[config.mk]
export PLATFORM = sky130hd
export DESIGN_NAME = tagged_value_deque_unit_flat
export DESIGN_NICKNAME = d
export VERILOG_FILES = /design/src/rtl/tvd_pkg.sv /design/src/rtl/tvd_ifs.sv /design/src/rtl/tagged_value_deque_unit.sv /design/src/flat_wrapper.sv
export SDC_FILE = /design/constraint.sdc
export NUM_CORES = 1
export LEC_CHECK = 0
export ABC_AREA = 1
export BUFFER_PORTS_ARGS = -buffer_cell sky130_fd_sc_hd__buf_4
export CORE_UTILIZATION = 56
export CTS_CLUSTER_DIAMETER = 40
export CTS_CLUSTER_SIZE = 8
export DETAILED_ROUTE_END_ITERATION = 6
export GPL_ROUTABILITY_DRIVEN = 0
export PLACE_DENSITY_LB_ADDON = 0.15
export RECOVER_POWER = 50
export SKIP_CTS_REPAIR_TIMING = 1
export SYNTH_ARGS = -nofsm -noshare
export SYNTH_HDL_FRONTEND = slang
export SYNTH_SLANG_ARGS = --single-unit
[constraint.sdc]
create_clock -name clk -period 4.85 [get_ports clk]
set_clock_uncertainty 0.2 [all_clocks]
set_input_delay 0.97 -clock clk [delete_from_list [all_inputs] [get_ports clk]]
set_output_delay 0.97 -clock clk [all_outputs]
set_load 0.01 [all_outputs]
[src/rtl/tvd_pkg.sv]
// Shared constants, codes and types for the tagged value deque.
package tvd_pkg;

  localparam int DEPTH     = 16;
  localparam int PTR_W     = (DEPTH > 1) ? $clog2(DEPTH) : 1;
  localparam int CNT_W     = $clog2(DEPTH + 1);
  localparam int VALUE_W   = 32;
  localparam int OP_W      = 3;
  localparam int VTYPE_W   = 2;
  localparam int INDEX_W   = 8;
  localparam int STATUS_W  = 3;
  localparam int CNT_OUT_W = 9;

  typedef enum logic [OP_W-1:0] {
    OP_PUSH_FRONT = 3'd0,
    OP_PUSH_BACK  = 3'd1,
    OP_POP_FRONT  = 3'd2,
    OP_POP_BACK   = 3'd3,
    OP_READ       = 3'd4
  } op_t;

  typedef enum logic [VTYPE_W-1:0] {
    VT_NONE = 2'd0,
    VT_CHAR = 2'd1,
    VT_INT  = 2'd2,
    VT_BOOL = 2'd3
  } vtype_t;

  typedef enum logic [STATUS_W-1:0] {
    ST_OK      = 3'd0,
    ST_FULL    = 3'd1,
    ST_EMPTY   = 3'd2,
    ST_RANGE   = 3'd3,
    ST_BAD_REQ = 3'd4
  } status_t;

  typedef logic [PTR_W-1:0] ptr_t;
  typedef logic [CNT_W-1:0] cnt_t;

  typedef struct packed {
    logic [VALUE_W-1:0] value;
    vtype_t             vtype;
  } entry_t;

  // Wrap a sum known to be below 2*DEPTH back into the ring.
  function automatic ptr_t wrap_add(logic [PTR_W:0] s);
    logic [PTR_W:0] lim;
    lim = (PTR_W + 1)'(DEPTH);
    if (s >= lim) begin
      return PTR_W'(s - lim);
    end
    return PTR_W'(s);
  endfunction

endpackage

[src/rtl/tvd_ifs.sv]
// Valid/ready channel interfaces for deque requests and results.
interface tvd_in_if import tvd_pkg::*; ();
  logic                      valid;
  logic                      ready;
  logic [OP_W-1:0]           op;
  logic signed [VALUE_W-1:0] value;
  logic [VTYPE_W-1:0]        value_type;
  logic [INDEX_W-1:0]        index;

  modport source (output valid, output op, output value, output value_type,
                  output index, input ready);
  modport sink   (input valid, input op, input value, input value_type,
                  input index, output ready);
endinterface

interface tvd_out_if import tvd_pkg::*; ();
  logic                      valid;
  logic                      ready;
  logic signed [VALUE_W-1:0] out_value;
  logic [VTYPE_W-1:0]        out_type;
  logic [STATUS_W-1:0]       status;
  logic [CNT_OUT_W-1:0]      count;

  modport source (output valid, output out_value, output out_type,
                  output status, output count, input ready);
  modport sink   (input valid, input out_value, input out_type,
                  input status, input count, output ready);
endinterface

[src/rtl/tagged_value_deque_unit.sv]
// Bounded double-ended queue of tagged values on a ring buffer.
//
// in_ch carries one request per item: push front/back, pop front/back or
// read at an index counted from the front. out_ch returns exactly one
// result item per request: value, type tag, status and the entry count
// after the request.
// A request passes through the input register, then the result register,
// from which out_ch takes its result. Throughput: one item per cycle while
// out_ch takes results; the ring pointers and the register-file store
// finish each request in a single pass, and the state update lands as the
// item moves into the result register, so back-to-back requests see each
// other's effects in order.
// Reset (rst_n low, synchronous) empties the queue and drops any item held
// in either register. Store contents are not cleared; only written entries
// are ever returned.
// When out_ch stalls, the result register holds; the input register still
// takes one more item, then in_ch.ready drops until the result is taken.
module tagged_value_deque_unit import tvd_pkg::*; (
  input logic       clk,
  input logic       rst_n,
  tvd_in_if.sink    in_ch,
  tvd_out_if.source out_ch
);

  // input register
  logic                s1_valid_r;
  logic [OP_W-1:0]     s1_op_r;
  logic [VALUE_W-1:0]  s1_value_r;
  logic [VTYPE_W-1:0]  s1_type_r;
  logic [INDEX_W-1:0]  s1_index_r;

  // queue state
  entry_t store_r [DEPTH];
  ptr_t   front_r, front_nxt;
  cnt_t   cnt_r, cnt_nxt;

  // result register
  logic                 out_valid_r;
  logic [VALUE_W-1:0]   out_value_r;
  vtype_t               out_type_r;
  status_t              out_status_r;
  logic [CNT_OUT_W-1:0] out_count_r;

  logic    adv;
  logic    wr_en;
  ptr_t    wr_pos, rd_pos;
  entry_t  wr_entry, rd_entry;
  logic [VALUE_W-1:0] res_value;
  vtype_t  res_type;
  status_t res_status;

  ptr_t front_dec, front_inc, back_pos, tail_pos, idx_pos;
  logic [VALUE_W-1:0] push_value;

  assign adv         = s1_valid_r && (!out_valid_r || out_ch.ready);
  assign in_ch.ready = !s1_valid_r || adv;

  always_ff @(posedge clk) begin
    if (!rst_n) begin
      s1_valid_r <= 1'b0;
    end else if (in_ch.ready) begin
      s1_valid_r <= in_ch.valid;
    end
  end

  always_ff @(posedge clk) begin
    if (in_ch.ready && in_ch.valid) begin
      s1_op_r    <= in_ch.op;
      s1_value_r <= in_ch.value;
      s1_type_r  <= in_ch.value_type;
      s1_index_r <= in_ch.index;
    end
  end

  // ring positions
  assign front_dec = (front_r == '0) ? PTR_W'(DEPTH - 1) : front_r - 1'b1;
  assign front_inc = wrap_add((PTR_W + 1)'(front_r) + 1'b1);
  assign back_pos  = wrap_add((PTR_W + 1)'(front_r) + (PTR_W + 1)'(cnt_r));
  assign tail_pos  = wrap_add((PTR_W + 1)'(front_r) + (PTR_W + 1)'(cnt_r) - 1'b1);
  assign idx_pos   = wrap_add((PTR_W + 1)'(front_r) + (PTR_W + 1)'(s1_index_r[PTR_W-1:0]));

  always_comb begin
    case (vtype_t'(s1_type_r))
      VT_CHAR: push_value = {{(VALUE_W - 8){1'b0}}, s1_value_r[7:0]};
      VT_BOOL: push_value = {{(VALUE_W - 1){1'b0}}, s1_value_r[0]};
      default: push_value = s1_value_r;
    endcase
  end

  // read position depends only on the request and the pointers
  always_comb begin
    case (s1_op_r)
      OP_POP_BACK: rd_pos = tail_pos;
      OP_READ:     rd_pos = idx_pos;
      default:     rd_pos = front_r;
    endcase
  end

  assign wr_entry = '{value: push_value, vtype: vtype_t'(s1_type_r)};
  assign rd_entry = store_r[rd_pos];

  always_comb begin
    res_value  = '0;
    res_type   = VT_NONE;
    res_status = ST_BAD_REQ;
    front_nxt  = front_r;
    cnt_nxt    = cnt_r;
    wr_en      = 1'b0;
    wr_pos     = back_pos;
    case (s1_op_r)
      OP_PUSH_FRONT, OP_PUSH_BACK: begin
        // type is checked before fullness
        if (vtype_t'(s1_type_r) == VT_NONE) begin
          res_status = ST_BAD_REQ;
        end else if (cnt_r == CNT_W'(DEPTH)) begin
          res_status = ST_FULL;
        end else begin
          res_status = ST_OK;
          wr_en      = 1'b1;
          cnt_nxt    = cnt_r + 1'b1;
          if (s1_op_r == OP_PUSH_FRONT) begin
            front_nxt = front_dec;
            wr_pos    = front_dec;
          end
        end
      end
      OP_POP_FRONT, OP_POP_BACK: begin
        if (cnt_r == '0) begin
          res_status = ST_EMPTY;
        end else begin
          res_status = ST_OK;
          cnt_nxt    = cnt_r - 1'b1;
          if (s1_op_r == OP_POP_FRONT) begin
            front_nxt = front_inc;
          end
          res_value = rd_entry.value;
          res_type  = rd_entry.vtype;
        end
      end
      OP_READ: begin
        if (cnt_r == '0) begin
          res_status = ST_EMPTY;
        end else if (CNT_OUT_W'(s1_index_r) >= CNT_OUT_W'(cnt_r)) begin
          res_status = ST_RANGE;
        end else begin
          res_status = ST_OK;
          res_value  = rd_entry.value;
          res_type   = rd_entry.vtype;
        end
      end
      default: begin
        res_status = ST_BAD_REQ;
      end
    endcase
  end

  always_ff @(posedge clk) begin
    if (!rst_n) begin
      front_r <= '0;
      cnt_r   <= '0;
    end else if (adv) begin
      front_r <= front_nxt;
      cnt_r   <= cnt_nxt;
    end
  end

  always_ff @(posedge clk) begin
    if (adv && wr_en) begin
      store_r[wr_pos] <= wr_entry;
    end
  end

  always_ff @(posedge clk) begin
    if (!rst_n) begin
      out_valid_r <= 1'b0;
    end else if (adv) begin
      out_valid_r <= 1'b1;
    end else if (out_ch.ready) begin
      out_valid_r <= 1'b0;
    end
  end

  always_ff @(posedge clk) begin
    if (adv) begin
      out_value_r  <= res_value;
      out_type_r   <= res_type;
      out_status_r <= res_status;
      out_count_r  <= CNT_OUT_W'(cnt_nxt);
    end
  end

  assign out_ch.valid     = out_valid_r;
  assign out_ch.out_value = out_value_r;
  assign out_ch.out_type  = out_type_r;
  assign out_ch.status    = out_status_r;
  assign out_ch.count     = out_count_r;

`ifndef NO_ASSERTIONS
  a_cnt_bound: assert property (@(posedge clk) disable iff (!rst_n)
    cnt_r <= CNT_W'(DEPTH))
    else $error("entry count above depth");

  a_typed_is_ok: assert property (@(posedge clk) disable iff (!rst_n)
    (out_valid_r && out_type_r != VT_NONE) |-> (out_status_r == ST_OK))
    else $error("typed result without ok status");

  a_full_count: assert property (@(posedge clk) disable iff (!rst_n)
    (out_valid_r && out_status_r == ST_FULL) |-> (out_count_r == CNT_OUT_W'(DEPTH)))
    else $error("full status with queue not full");

  a_push_grows: assert property (@(posedge clk) disable iff (!rst_n)
    (adv && wr_en) |=> (cnt_r == $past(cnt_r) + 1'b1))
    else $error("stored push did not grow count");
`endif

endmodule

[src/flat_wrapper.sv]
// flat-port wrapper written by rule: the top's interface ports become plain ports
module tagged_value_deque_unit_flat import tvd_pkg::*;
  (clk, rst_n, in_ch_valid, in_ch_op, in_ch_value, in_ch_value_type, in_ch_index, in_ch_ready, out_ch_valid, out_ch_out_value, out_ch_out_type, out_ch_status, out_ch_count, out_ch_ready);
  tvd_in_if in_ch_i ();
  tvd_out_if out_ch_i ();
  input logic clk;
  input logic rst_n;
  input wire logic [$bits(in_ch_i.valid)-1:0] in_ch_valid;
  input wire logic [$bits(in_ch_i.op)-1:0] in_ch_op;
  input wire logic [$bits(in_ch_i.value)-1:0] in_ch_value;
  input wire logic [$bits(in_ch_i.value_type)-1:0] in_ch_value_type;
  input wire logic [$bits(in_ch_i.index)-1:0] in_ch_index;
  output wire logic [$bits(in_ch_i.ready)-1:0] in_ch_ready;
  output wire logic [$bits(out_ch_i.valid)-1:0] out_ch_valid;
  output wire logic [$bits(out_ch_i.out_value)-1:0] out_ch_out_value;
  output wire logic [$bits(out_ch_i.out_type)-1:0] out_ch_out_type;
  output wire logic [$bits(out_ch_i.status)-1:0] out_ch_status;
  output wire logic [$bits(out_ch_i.count)-1:0] out_ch_count;
  input wire logic [$bits(out_ch_i.ready)-1:0] out_ch_ready;
  assign in_ch_i.valid = in_ch_valid;
  assign in_ch_i.op = in_ch_op;
  assign in_ch_i.value = in_ch_value;
  assign in_ch_i.value_type = in_ch_value_type;
  assign in_ch_i.index = in_ch_index;
  assign in_ch_ready = in_ch_i.ready;
  assign out_ch_valid = out_ch_i.valid;
  assign out_ch_out_value = out_ch_i.out_value;
  assign out_ch_out_type = out_ch_i.out_type;
  assign out_ch_status = out_ch_i.status;
  assign out_ch_count = out_ch_i.count;
  assign out_ch_i.ready = out_ch_ready;
  tagged_value_deque_unit u_core (.clk(clk), .rst_n(rst_n), .in_ch(in_ch_i), .out_ch(out_ch_i));
endmodule
==> impl_metrics.toml, run 1 <==
[global_routing]
antenna_found_initial = 1
grt_usage = 0.288
grt_pass1_wl_mm = 108
overflow = 0
grt_max_degree = 240
grt_pass1_vias = 19100

[route]
wl_per_cell_um = 23.2
postRouteAntennaNets = 0
first_pass_iters = 6
vias = 19000
drt_iter0_markers = 2150
drc = 0
wl_mm = 71.1
routed_via_density = 6.20

[power_and_ir_drop]
clockPowerShare = 0.463
ir_drop_uv = 404
powerDensity_mw_per_mm2 = 436
swShare = 0.229
power_leakage_nw = 11.4
seq_power_share = 0.456
p_int_mw = 10.5
comb_power_share = 0.081
switching_power_mw = 3.13

[worst_hold_path]
worst_hold_path_type = "reg2reg"

[setup_path]
criticalPathCategory = "reg2reg"
crit_top_cell = "nand2_1"
cpMaxStageDelayCell = "clkbuf_1"
worstPathRequired_ns = 4.96
cp_cell_sequence = "clkbuf_1, or2_1, o21ai_1, inv_1, nand2_1, nor2_1, inv_2, nand2_1, nand2_1, nor2_1, nand2_1, nor2_4, buf_4"
cpPeakStageDelay_ns = 0.74
cp.arrival_ns = 4.33
crit_buf_inv = 4
crit_path_max_fanout = 19
startpoint_type = "flip-flop"
cp-end-kind = "flip-flop"
cp_top_family = "simple AND/OR/NAND/NOR gates"

[final_layout]
area_growth_pct = 14.9
final_cell_mix = "edfxtp_1, nand2_1, nand3_1"
layout-drive-gt1-share = 0.0987
finalNetCount = 2474
fin_area_mm2 = 0.0313
num_antenna_cells = 0
final_common_cell = "edfxtp_1"
final_core_util = 0.654
n_fill_cell = 3570

[outcome]
failed_checks = "capacitance limit, slew limit"
status = "finished with violations"

[floorplanning]
die_x_um = 223
coreArea_mm2 = 0.0478
start_util = 0.570
fp-row-count = 80
fp.dieArea_mm2 = 0.0496
ios = 97
die_h_um = 223

[clocking]
cts.sinks = 642
cts_root_buffer = "clkbuf_16"
clk_path_buf_depth = 3
htree_levels = 3
insertion_delay_ns = 0.62
path_clk_slew_ns = 0.05
cts_buffers = 100
tritoncts = "done"

[synthesis]
synth-simple-area-share = 0.219
ys_warn_count = 0
synth-edff-count = 631
syn_inst = 2344
synth_top_family_by_area = "simple AND/OR/NAND/NOR gates"
synth_ff_type = "edfxtp_1"
syn_area_per_cell_um2 = 11.6
yosysSeqAreaShare = 0.703
synth_area_mm2 = 0.0273
ys_async_sr_fraction = 0
ys_types = 34
synth_compound_area_frac = 0.0147
muxShareOfSynthArea = 0
ys_seq_elements = 642
synth_xor_area_frac = 0.00353
synth_fa_ha_area_frac = 0.00881

[timing]
timing.final.crit_period_ns = 4.22
worst_pin_slew_ns = 2.74
setup_ws_ns = 0.633
max_slew_margin = -0.826
rsz0062_at_grt = "false"
fmax_mhz = 237
setup_viol = 0
fin_crit_sh = 0.870
setup_tns_ns = 0
maxSlewViolCount = 290
finalHoldViolations = 0

[place]
dpl.hpwl_mm = 34.6
port_buffers = 92
place_area_mm2 = 0.0286
dp_slack_ns = 1.11

[job]
maxCapViolCount = 3
registers in the layout (all words and copies together) (netlist names), 2 cells and up:
signal	flops
u_core.cnt_r	5
u_core.front_r	4
u_core.out_ch.count	5
u_core.out_ch.out_type	2
u_core.out_ch.out_value	32
u_core.out_ch.status	3
u_core.s1_index_r	8
u_core.s1_op_r	3
u_core.s1_type_r	2
u_core.s1_value_r	32
u_core.store_r	544
power by group through the flow:
stage / Sequential (mW) / Clock (mW) / Combinational (mW)
6_report: 6.23 / 6.32 / 1.10
5_1_grt: 6.23 / 6.60 / 1.21
4_1_cts: 6.22 / 6.38 / 1.11
3_5_place_dp: 6.32 / 0 / 1.10
3_3_place_gp: 6.32 / 0 / 1.08
2_1_floorplan: 6.32 / 0 / 0.754
Yosys cell counts (all sizes together), types with 7 or more instances:
cell type,count,area (µm²)
xor2,7,61.3
nand2,443,1670
nor2,196,743
edfxtp,631,18900
nand3,397,2000
o21ai,53,265
dfxtp,11,220
buf,121,666
nand4,244,1530
a21oi,18,90.1
clkbuf,54,204
ha,16,200
inv,134,503
layout make-up:
type                       count  area, µm²  area share
tap                          615        769      0.0246
clock buffer                 121       2620      0.0838
clock inverter                26        280     0.00895
multi-input combinational   1396       6940       0.222
timing repair buffer         133       1030      0.0330
inverter                     134        503      0.0161
sequential                   642      19200       0.612
worst reg2reg max path, stage by stage (launching register included):
cell,delay [ns]
edfxtp_1,0.32
clkbuf_1,0.74
or2_1,0.33
o21ai_1,0.10
inv_1,0.08
nand2_1,0.10
nor2_1,0.31
inv_2,0.10
nand2_1,0.10
nand2_1,0.05
nor2_1,0.13
nand2_1,0.26
nor2_4,0.72
buf_4,0.37
routing by layer:
metal,vias up,part of all wire,track usage
li1,8586,-,-
met3,203,0.078,0.0534
met5,-,0,0
met2,967,0.48,0.471
met1,9253,0.41,0.378
met4,0,0.037,0.128
worst paths after layout:
kind	cells past startpoint	slack [ns]	to	from
max	13	0.63	u_core.store_r[12][31]	u_core.s1_type_r[1]
min	2	0.33	u_core.out_ch.valid	u_core.out_ch.valid
max reg2reg	13	0.63	u_core.store_r[12][31]	u_core.s1_type_r[1]
min reg2reg	2	0.33	u_core.out_ch.valid	u_core.out_ch.valid
stage by stage:
step / hold WS (ns) / cells / total power, mW
3_5_place_dp: 0.319 / 2920 / 7.43
4_1_cts: 0.287 / 3067 / 13.7
3_3_place_gp: 0.295 / 2920 / 7.40
5_1_grt: 0.313 / 3067 / 14.0
2_1_floorplan: 0.321 / 2347 / 7.08
6_report: 0.326 / 3067 / 13.7
logic make-up (layout without fill, tap and decap cells):
logic type | after synthesis | after routing
flip-flops | 642 | 642
AO/OA/AOI/OAI | 77 | 77
adder cells (fa/ha/maj) | 18 | 18
AND/OR/NAND/NOR | 1286 | 1286
XOR/XNOR | 11 | 11
buffers and inverters | 309 | 414
other | 1 | 4
No activity file was read; power rests on OpenSTA's default activity.
==> run 2: changes to the inputs <==
CORE_UTILIZATION = 26   (was 56)
==> impl_metrics.toml, run 2 (synthesis gave the netlist of run 1 again) <==
[final_layout]
multiInputGateArea_mm2 = 0.00694
final_core_util = 0.319
layout-drive-gt1-share = 0.110
area_growth_pct = 21.3
final_cell_mix = "edfxtp_1, nand2_1, nand3_1"
num_antenna_cells = 0
largest_register_ffs = 544
final_common_cell = "edfxtp_1"
n_fill_cell = 10400
seq_area_mm2 = 0.0192
finalNetCount = 2499
regMostFlops = "u_core.store_r"

[power_and_ir_drop]
powerDensity_mw_per_mm2 = 448
power_leakage_nw = 11.8
totalPowerFinal_mw = 14.8
ir_drop_uv = 261

[clocking]
insertion_delay_ns = 0.67
clk_path_buf_depth = 3
cts.sinks = 642
tritoncts = "done"
htree_levels = 3
cts_buffers = 113
cts_root_buffer = "clkbuf_16"
path_clk_slew_ns = 0.05

[timing]
timing.final.crit_period_ns = 3.85
fmax_mhz = 260
rsz0062_at_grt = "false"
maxSlewViolCount = 73
setup_ws_ns = 1.00
worst_pin_slew_ns = 2.01
finalHoldViolations = 0
fin_crit_sh = 0.793
setup_viol = 0
max_slew_margin = -0.338
setup_tns_ns = 0

[place]
dp_slack_ns = 1.02
port_buffers = 92
dpl.hpwl_mm = 42.3

[route]
drt-met1-wl_mm = 39.6
drt_iter0_markers = 1509
wl_mm = 87.1
dr_wl_met3_mm = 4.58
routed_via_density = 4.84
drc = 0
postRouteAntennaNets = 0
first_pass_iters = 7
dr.max_layer_used = "met4"
vias = 18800
wl_per_cell_um = 22.3
wl_met2_mm = 40.6

[setup_path]
cp.arrival_ns = 3.94
ff2ff_setup_slack_ns = 1.00
cp-end-kind = "flip-flop"
r2r-start = "u_core.s1_type_r[0]"
r2r_end = "u_core.store_r[4][6]"
r2r_cells = 5
startpoint_type = "flip-flop"
criticalPathCategory = "reg2reg"
crit_path_max_fanout = 26
worstPathRequired_ns = 4.94

[floorplanning]
fp-row-count = 118
die_x_um = 326
ios = 97
coreArea_mm2 = 0.104
fp.dieArea_mm2 = 0.106
die_h_um = 326
start_util = 0.263

[worst_hold_path]
hold_start = "in_ch_value[18]"
hold_depth = 1
worst_hold_path_type = "in2reg"
min_to = "u_core.s1_value_r[18]"

[global_routing]
grt_pass1_wl_mm = 128
grt_max_degree = 206
grt_pass1_vias = 19300
antenna_found_initial = 1
overflow = 0
grt_usage = 0.162

[outcome]
failed_checks = "capacitance limit, slew limit"
status = "finished with violations"

[job]
maxCapViolCount = 2
run 2: through the flow:
step / hold slack (ns) / area (µm²) / cells
global placement: 0.304 / 29700 / 3696
finish: 0.299 / 33100 / 3898
global route: 0.268 / 33100 / 3898
CTS: 0.226 / 33200 / 3898
detailed placement: 0.311 / 29700 / 3697
floorplan: 0.321 / 27300 / 2347
run 2: where the power goes:
part	switching (mW)	internal (mW)
sequential	0.0424	6.19
combinational	0.829	0.335
clock	2.66	4.74
total	3.54	11.3
run 2: layout make-up:
cell class              instances  area share
clock inverters                58      0.0168
inverters                     134      0.0152
repair buffers                145      0.0365
clock buffers                 143      0.0896
multi-input cells            1396       0.210
well taps                    1380      0.0522
flip-flops and latches        642       0.580
run 2: worst max-delay path, stage by stage (launching register included):
cell	delay (ns)
edfxtp_1	0.49
clkbuf_1	1.19
buf_4	0.53
nand2_1	0.09
inv_1	0.50
nor2_1	0.42
run 2: routing by layer:
metal	up-vias	global-route usage
li1	8663	-
met1	9451	0.221
met2	579	0.263
met3	154	0.0251
met4	0	0.0543
met5	-	0
run 2: how the worst max path moves through the flow:
stage	startpoint	end	slack, ns	depth (start not counted)
global placement	u_core.front_r[0]	u_core.out_ch.out_value[28]	1.03	15
finish	u_core.s1_type_r[0]	u_core.store_r[4][6]	1.00	5
detailed placement	u_core.front_r[0]	u_core.out_ch.out_value[28]	1.02	15
global route	u_core.cnt_r[0]	u_core.out_ch.out_value[16]	0.73	15
CTS	u_core.cnt_r[1]	u_core.store_r[14][17]	0.99	12
floorplan	out_ch_ready	u_core.store_r[10][0]	0.13	8
==> run 3: changes to the inputs <==
ABC_AREA = 0   (was 1)
clock period = 3.2 ns   (was 4.85 ns; I/O delays follow)
==> impl_metrics.toml, run 3 <==
[setup_path]
worstPathRequired_ns = 3.38
cp-end-kind = "flip-flop"
startpoint_type = "flip-flop"
crit_path_max_fanout = 6
cp.arrival_ns = 3.59
criticalPathCategory = "reg2reg"

[timing]
timing.final.crit_period_ns = 3.40
setup_ws_ns = -0.205
max_slew_margin = 0.0427
fin_crit_sh = 1.06
rsz0062_at_grt = "true"
finalHoldViolations = 0
setup_viol = 32
maxSlewViolCount = 0
worst_pin_slew_ns = 1.44
holdWs_ns = 0.0752
fmax_mhz = 294

[floorplanning]
die_x_um = 327
fp.dieArea_mm2 = 0.107
start_util = 0.264
fp-row-count = 118
die_h_um = 327
coreArea_mm2 = 0.104
ios = 97

[power_and_ir_drop]
swShare = 0.233
powerDensity_mw_per_mm2 = 618
clockPowerShare = 0.491
seq_power_share = 0.406
p_int_mw = 17.8
switching_power_mw = 5.40
power_leakage_nw = 13.0
comb_power_share = 0.103
ir_drop_uv = 448

[route]
wl_per_cell_um = 26.9
drc = 0
first_pass_iters = 5
drt_iter0_markers = 1300
postRouteAntennaNets = 0
routed_via_density = 5.11
wl_mm = 93.7
vias = 17800

[synthesis]
syn_area_per_cell_um2 = 16.3
synth-edff-count = 631
yosysTopAreaCell = "edfxtp_1"
synth_area_mm2 = 0.0274
synth_most_common_cell = "edfxtp_1"
synth_ff_type = "edfxtp_1"
synthTopCellsByArea = "edfxtp_1, o311a_1, mux2_2"
ys_warn_count = 0
yosysSeqAreaShare = 0.700
ys_seq_elements = 642
ys_async_sr_fraction = 0
ys_types = 62
yosysTopAreaCellShare = 0.692
synth_commonest_cells = "edfxtp_1, a32oi_1, o311a_1, mux2_2, mux2i_1"
syn_inst = 1682

[final_layout]
largest_register_ffs = 544
area_growth_pct = 37.1
final_core_util = 0.361
final_common_cell = "edfxtp_1"
final_cell_mix = "edfxtp_1, o311a_1, a32oi_1"
n_fill_cell = 9901
instances_no_fill = 3489
finalNetCount = 2101
regMostFlops = "u_core.store_r"
layout-drive-gt1-share = 0.338
num_antenna_cells = 0

[place]
dp_slack_ns = -0.492
port_buffers = 92
dpl.hpwl_mm = 52.4
dp.cells = 3210

[outcome]
status = "finished with violations"
failed_checks = "setup timing"

[worst_hold_path]
worst_hold_path_type = "in2reg"

[global_routing]
grt_pass1_vias = 18100
antenna_found_initial = 1
grt_pass1_wl_mm = 129
grt_usage = 0.165
overflow = 0
grt_max_degree = 100

[clocking]
cts.sinks = 642
cts_root_buffer = "clkbuf_16"
path_clk_slew_ns = 0.05
htree_levels = 3
cts_buffers = 115
clk_path_buf_depth = 3
tritoncts = "done"
insertion_delay_ns = 0.67

[job]
maxCapViolCount = 0
## run 3: changes by cell type after synthesis, moves of 24 or more
cell	before	now
a32oi_1	0	136
clkbuf_1	53	108
mux2i_1	0	109
nand2_1	439	32
mux2_1	0	24
nand4_1	244	1
inv_1	132	15
nand3_1	395	5
o22ai_1	1	69
nor2_1	193	40
nor2b_1	0	28
o311a_1	0	136
mux2_2	0	114
o32ai_1	0	34
## run 3: area by class of cell
cell class	count	area [µm²]	area share
clock inverters	59	583	0.0155
well taps	1380	1730	0.0460
flip-flops and latches	642	19200	0.511
clock buffers	133	3010	0.0801
multi-input cells	855	8560	0.228
repair buffers	403	4440	0.118
inverters	17	63.8	0.00170
## run 3: cells by family after synthesis
group / Yosys count / share of synthesized area
AOI/OAI and AO/OA: 428 / 0.132
xor gates and xnor gates: 12 / 0.00438
adders and majority gates: 18 / 0.00877
buffers and inverters: 188 / 0.0308
DFF: 642 / 0.700
muxes: 247 / 0.0965
other: 1 / 0.000137
and+or+nand+nor: 146 / 0.0276
## run 3: power groups by stage
stage	Sequential [mW]	Combinational, mW	Clock, mW
2_1_floorplan	9.56	1.06	0
3_3_place_gp	9.57	1.97	0
3_5_place_dp	9.57	1.98	0
4_1_cts	9.42	1.99	11.6
5_1_grt	9.42	2.54	12.0
6_report	9.42	2.40	11.4
## run 3: through the flow
step / instance area [µm²] / power [mW] / setup TNS [ns]
2_1_floorplan: 27600 / 10.6 / -10.26
3_3_place_gp: 32000 / 11.5 / -30.31
3_5_place_dp: 32000 / 11.6 / -36.57
4_1_cts: 35600 / 23.0 / -46.31
5_1_grt: 37600 / 24.0 / -10.41
6_report: 37600 / 23.2 / -4.42
## run 3: final timing paths
| check | from | end | slack, ns | cells past startpoint |
|---|---|---|---|---|
| setup / recovery | u_core.front_r[0] | u_core.out_ch.out_value[28] | -0.20 | 14 |
| hold / removal | out_ch_ready | u_core.out_ch.valid | 0.08 | 4 |
| setup reg to reg | u_core.front_r[0] | u_core.out_ch.out_value[28] | -0.20 | 14 |
| hold reg to reg | u_core.s1_valid_r | u_core.out_ch.valid | 0.31 | 2 |
## run 3: worst max-delay path: stages (launching register included)
cell,delay [ns]
dfxtp_4,0.34
ha_4,0.16
fa_1,0.53
inv_2,0.06
ha_4,0.15
xor3_1,0.18
nand2_1,0.09
nand4_1,0.12
buf_6,0.17
buf_12,0.15
clkbuf_16,0.17
clkbuf_16,0.16
mux2_4,0.31
o22ai_4,0.19
o32ai_4,0.12
## run 3: layer usage
| metal | global-route usage | part of all wire | routed length, µm | vias up |
|---|---|---|---|---|
| li1 | - | - | - | 7809 |
| met1 | 0.219 | 0.45 | 41800 | 9347 |
| met2 | 0.271 | 0.49 | 45600 | 529 |
| met3 | 0.0291 | 0.044 | 4150 | 130 |
| met4 | 0.0563 | 0.023 | 2140 | 0 |
| met5 | 0 | 0 | 0 | - |
